### config.mk
export PLATFORM = sky130hd
export DESIGN_NAME = pts_front
export DESIGN_NICKNAME = d
export VERILOG_FILES = /design/src/hw/rtl/pts_pkg.sv /design/src/hw/rtl/pts_front.sv
export SDC_FILE = /design/constraint.sdc
export NUM_CORES = 1
export LEC_CHECK = 0
export BUFFER_PORTS_ARGS = -buffer_cell sky130_fd_sc_hd__clkbuf_2
export CORE_MARGIN = 2
export CORE_UTILIZATION = 35
export CTS_BUF_LIST = sky130_fd_sc_hd__clkbuf_8 sky130_fd_sc_hd__clkbuf_16
export DETAILED_ROUTE_END_ITERATION = 12
export PLACE_DENSITY = 0.58
export SLEW_MARGIN = 10
export SYNTH_ARGS = -nofsm -noshare
export SYNTH_HDL_FRONTEND = slang
export SYNTH_SLANG_ARGS = --single-unit
### constraint.sdc
create_clock -name clk -period 5.39 [get_ports clk]
set_input_delay 1.078 -clock clk [delete_from_list [all_inputs] [get_ports clk]]
set_output_delay 1.078 -clock clk [all_outputs]
set_load 0.05 [all_outputs]
### src/hw/rtl/pts_pkg.sv
`timescale 1ns / 1ps

package pts_pkg;

    localparam int unsigned NUM_SLOTS_DEF = 16;
    localparam logic [31:0] TICKS_PER_S_RESET = 32'd1000000;
    localparam int unsigned MS_PER_S = 1000;

    // command codes on the input port
    localparam logic [2:0] CMD_ENQUEUE  = 3'd0;
    localparam logic [2:0] CMD_REMOVE   = 3'd1;
    localparam logic [2:0] CMD_SET_PRIO = 3'd2;
    localparam logic [2:0] CMD_SLEEP    = 3'd3;
    localparam logic [2:0] CMD_WAKE     = 3'd4;
    localparam logic [2:0] CMD_SCHEDULE = 3'd5;

    // status codes
    localparam logic [1:0] STAT_OK      = 2'd0;
    localparam logic [1:0] STAT_EMPTY   = 2'd1;
    localparam logic [1:0] STAT_PRESENT = 2'd2;
    localparam logic [1:0] STAT_NO_CUR  = 2'd3;

    typedef enum logic [2:0] {
        OP_ENQUEUE,
        OP_REMOVE,
        OP_SET_PRIO,
        OP_SLEEP,
        OP_WAKE,
        OP_SCHEDULE,
        OP_NOP
    } op_t;

    typedef enum logic [1:0] {
        TS_READY,
        TS_RUNNING,
        TS_SLEEPING
    } tstate_t;

    typedef enum logic [3:0] {
        B_IDLE,
        B_EXEC,
        B_MUL,
        B_DIV_GO,
        B_DIV,
        B_SLEEP_WR,
        B_SCAN,
        B_COMMIT_OLD,
        B_COMMIT_NEW
    } bstate_t;

    typedef struct packed {
        op_t         op;
        logic        slot_ok;
        logic [3:0]  slot;
        logic [7:0]  prio;
        logic [31:0] sleep_ms;
        logic [63:0] now;
    } item_t;

    typedef struct packed {
        logic        present;
        tstate_t     ts;
        logic [7:0]  prio;
        logic [63:0] wake;
        logic [31:0] stamp;
    } entry_t;

endpackage

### src/hw/rtl/pts_front.sv
`timescale 1ns / 1ps

module pts_front import pts_pkg::*;
#(
    parameter int unsigned NUM_SLOTS = NUM_SLOTS_DEF
)
(
    input  logic        clk,
    input  logic        rst_n,
    input  logic        start,
    input  logic [2:0]  command,
    input  logic [3:0]  slot,
    input  logic [7:0]  priority_req,
    input  logic [31:0] sleep_ms,
    input  logic [63:0] now_ticks,
    output logic        busy,
    output item_t       q_item,
    output logic        q_valid,
    input  logic        q_pop
);

    item_t      fifo_reg [2];
    logic       wr_ptr_reg;
    logic       wr_ptr_next;
    logic       rd_ptr_reg;
    logic       rd_ptr_next;
    logic [1:0] count_reg;
    logic [1:0] count_next;
    logic       push;
    item_t      in_item;

    assign busy    = (count_reg == 2'd2);
    assign push    = start && !busy;
    assign q_valid = (count_reg != 2'd0);
    assign q_item  = fifo_reg[rd_ptr_reg];

    // classify the command and check the slot range up front
    always_comb
    begin
        in_item.slot     = slot;
        in_item.prio     = priority_req;
        in_item.sleep_ms = sleep_ms;
        in_item.now      = now_ticks;
        in_item.slot_ok  = (slot != 4'd0) && (32'(slot) < NUM_SLOTS);
        case (command)
            CMD_ENQUEUE:  in_item.op = OP_ENQUEUE;
            CMD_REMOVE:   in_item.op = OP_REMOVE;
            CMD_SET_PRIO: in_item.op = OP_SET_PRIO;
            CMD_SLEEP:    in_item.op = OP_SLEEP;
            CMD_WAKE:     in_item.op = OP_WAKE;
            CMD_SCHEDULE: in_item.op = OP_SCHEDULE;
            default:      in_item.op = OP_NOP;
        endcase
    end

    always_comb
    begin
        wr_ptr_next = push ? !wr_ptr_reg : wr_ptr_reg;
        rd_ptr_next = (q_pop && q_valid) ? !rd_ptr_reg : rd_ptr_reg;
        count_next  = count_reg + 2'(push) - 2'(q_pop && q_valid);
    end

    always_ff @(posedge clk or negedge rst_n)
    begin
        if (!rst_n)
        begin
            wr_ptr_reg <= 1'b0;
            rd_ptr_reg <= 1'b0;
            count_reg  <= 2'd0;
        end
        else
        begin
            wr_ptr_reg <= wr_ptr_next;
            rd_ptr_reg <= rd_ptr_next;
            count_reg  <= count_next;
        end
    end

    always_ff @(posedge clk)
    begin
        if (push)
        begin
            fifo_reg[wr_ptr_reg] <= in_item;
        end
    end

endmodule

* Word level (Yosys, flattened, before mapping)
Memories as Yosys holds them, arrays and structs flattened.
Index checks and enable logic that the tools add are counted.
** Word-level totals
- Word-level logic and storage cells :: 23
- Latch bits :: 0
- Register bits after elaboration :: 4
- Memory bits (writable) :: 224
- Memories :: 1
- Output and inout bits :: 114
- ROM bits :: 0
- Input port bits :: 115
** Cells by class
- Shift operators :: 0
- $lt $le $gt $ge :: 0
- $mul :: 0
- Reduce and logical (&&, ||, !) cells :: 8
- Div/mod/pow operators :: 0
- Add/sub/neg operators :: 2
- Bitwise logic cells :: 0
- Mux-type cells :: 3
- Equal/unequal tests :: 6
** Memory list
- fifo_reg :: words 2, bits a word 112, rd ports 1, clocked after memory_dff 0, write ports 1, RTL line pts_front.sv:22 : item_t fifo_reg [2];
** Operator list (number)
- 3-bit case mux with 6 select lines :: 1
- 3-bit by 2-bit equality test with 1-bit output, second input constant :: 2
- 3-bit equality test, second input constant :: 2
- 4-bit nonzero test :: 1
- 3-bit by 1-bit equality test with 1-bit output, second input constant :: 1
- 1-bit zero test :: 3
- 3-bit zero test :: 1
- 2-bit by 1-bit adder with 2-bit output :: 1
- 2-bit equality test, second input constant :: 1
- 1-bit logical AND :: 2
- 1-bit 2-to-1 mux :: 2
- 2-bit nonzero test :: 1
- 2-bit by 1-bit subtractor with 2-bit output :: 1

* Depth between registers and ports, before layout
- Depth after elaboration :: 5
- Gate-level depth with buffers :: 7
- Depth with buffers taken out :: 7

* Least setup slack after synthesis
Ideal clock, no wire load.
- Path type :: input to register
- Start point :: input start
- End point :: memory fifo_reg[0][0] in the netlist's numbering, enable pin
- Library setup time :: 0.584 ns
- Path slack :: -1.024 ns
- Buffers on the path :: 0
- Data arrival time :: 5.830 ns
- Data required time :: 4.806 ns
- Cell stages on the path :: 2
- Cell sequence :: nand2_1 nor2_1
** Between the ends
- Longest elaborated chain between the ends :: 3
** RTL lines
- from (decl) :: RTL line pts_front.sv:10 : input logic start,
- 1-bit logical AND :: RTL line pts_front.sv:33 : assign push = start && !busy;
- 1-bit 2-to-1 mux :: RTL line pts_front.sv:81 : if (push)
- 1-bit 2-to-1 mux (not written as such) :: RTL line pts_front.sv:83 : fifo_reg[wr_ptr_reg] <= in_item;
- to (decl) :: RTL line pts_front.sv:22
No other way between the ends.

==> metrics <==
Hold Crit Class=in -> async; clock buffer depth=3; GR Overflow Total=0; Port Buf Inserts=around 230; Peak supply drop=0.410 mV; max-slew violation count=0; cts bufs inserted=25; setup TNS=0 ns; clock latency on the worst-skew pair=0.51 ns; Crit-path slowest cell=dfrtp_4; Synth area leaders=edfxtp_1 78%, mux2_4 12%, mux2_2 5.5%; TritonCTS clock tree=yes; Clock Tree Root=clkbuf_16; WP data arrival=roughly 2.7 ns; DRT iter0 DRCs=244; diodes inserted=0; Cells after DPL=around 900; Row Count=57; Yosys top cell area share=between 70% and 80%; Final Non-Filler Cells=959; Sw Pwr=slightly below 0.003 W; RSZ-0062 raised after global routing=false; crit share post-route=69.2%; Critical Path End Type=primary output; r2r setup slk=just under 3 ns; cells on worst reg2reg path=4; setup repair bufs after CTS=0; delay-heaviest family, CP=flip-flops; Nets=733; DR WL/cell=17.0 microns; Period minus WS final=3.73 ns; Pre-antenna DRT Iters=6; hpwl dp=10600 microns; chip height=161 microns; core footprint=0.0242 sq mm; Synth Cell Area=0.00860 sq mm; WS Path Type=reg -> out; Max Cap Viol=0; leading area contributor after synthesis=edfxtp_1; GPL Wtd Cong=~0.71; Ys Warns=0; vias=4254; most frequent cells in the layout=228 x clkbuf_2, 224 x edfxtp_1, 70 x mux2_4; clock share of power=24.6%; All-Layer GR Usage=between 10 and 15%; final wirelength=16300 microns; Hold Fails Final Rpt=0; Max Clk Rate=0.268 GHz; Die Width=161 microns; I/O pin total=229; CTS clk-pin slew, worst paths=0.06 ns; drt drc=0; Setup crit start kind=register; first-pass GRT wire length=25300 microns; layout cells sized above 1=between 60% and 70%; Clock Skews=~0.0052 ns; CP Cell Sequence=buf_12 -> mux2_2 -> clkbuf_2; max reg flops=224; switch share=39.5%; starting density of the core=35.5%; storage element area=0.00683 sq mm; initial antenna violation count=0; # resized after CTS=0; critical path fanouts, max=64; syn_nets=488; worst hold slack=roughly 0.37 ns; slack of the critical path=1.66 ns; die area=0.0258 sq mm; worst path required time=4.31 ns; Area growth, synth to finish=27.7%; Netlist cell types=20; leakage=4.34 nW; Seq/Total Area, Yosys=79.4%; r2r startpoint=count_reg[1]; P_int=0.00444 W; cts-stage hold buffer count=0; synthesis-stage register bit count=about 230; worst slew pin tran=1.10 ns; Post-Place Setup Slack=2.12 ns; Tot Pwr=0.00734 W; Power Dens Cells=between 600 and 700 mW/mm^2; htree depth=1; CP bufs+invs=2; Slew HR=a little over a quarter; Comb power frac=39.8%; most common cell after layout, fill and taps aside=clkbuf_2; vias in the first global route=around 4800; synthesized area per cell=23.2 sq um; outcome=completed; Post-DRT Antenna Nets=0; largest net degree at the start of global routing=65; Setup violations, final=0; fill cell count=2122; area of the multi-input gates=0.00164 sq mm; r2r endpoint=fifo_reg[0][102]; Mapped Cells=371; via-per-instance ratio=around 4.4; sequential power share=35.6%; CTS Sinks=228; CP peak stage delay=roughly 1 ns
-- cell type report --
class / count / area share, %
multi-input cells: 126 / 15.0
repair buffers: 233 / 11.0
clock inverters: 21 / 2.40
well taps: 324 / 3.69
clock buffers: 25 / 5.70
inverters: 2 / 0.0684
flip-flops and latches: 228 / 62.2
-- per-stage QoR --
stage                     area [sq um]  utilization, %
final                            11000            45.3
after global routing             11000            45.3
after CTS                        11000            45.3
after detailed placement         10100            41.6
after global placement           10100            41.6
after floorplan                   8600               -
-- routing by layer --
metal	wire [microns]	part of all wire, %	GRT usage (%)	vias to the layer above
met4	365	2.2	4.02	0
met3	1480	9.1	4.29	29
met1	6500	40	14.6	2091
li1	-	-	-	1966
met5	0	0	0	-
met2	7950	49	21.4	168
-- power groups by stage --
stage	registers (W)	logic, W	clock network (W)
finish	0.00261	0.00292	0.00181
global route	0.00266	0.00306	0.00194
CTS	0.00262	0.00297	0.00186
global placement	0.00263	0.00294	0
floorplan	0.00257	0.00249	0
detailed placement	0.00266	0.00296	0
-- cells in the mapped netlist --
cell type and instances:
nand2_1 1, a21boi_0 1, buf_6 8, buf_8 1, and3_1 1, clkbuf_1 2
dfrtp_1 4, nor2_1 1, and2_1 1, inv_1 2, buf_2 4, edfxtp_1 224
or4_1 1, or2_2 1, xor2_1 1, xnor2_1 3, mux2_4 70, ha_1 2
nand2b_1 1, mux2_2 42
-- cells by family (layout without fill, tap and decap cells) --
family	Yosys count	count (layout)	synth area share (%)
fa+ha+maj	2	2	0.291
buf+inv	17	281	1.63
compound gates	1	1	0.0873
simple gates	7	7	0.466
xor+xnor	4	4	0.408
flops	228	228	79.4
mux	112	112	17.7
-- worst reg2reg max path: stages (launching register included) --
cell and delay [ns]:
dfrtp_1 0.40, nand2b_1 0.13, nand2_1 0.16, nor2_4 0.86
buf_4 0.58
-- worst max path at each step --
stage	depth (start not counted)	from	slack [ns]	end
after floorplan	2	start	0.86	fifo_reg[0][0]
after global placement	3	rd_ptr_reg	2.18	q_item[103]
after detailed placement	3	rd_ptr_reg	2.12	q_item[0]
after CTS	3	rd_ptr_reg	1.57	q_item[0]
after global routing	3	rd_ptr_reg	1.51	q_item[16]
final	3	rd_ptr_reg	1.66	q_item[16]
Power figures use the tool's default switching activity.
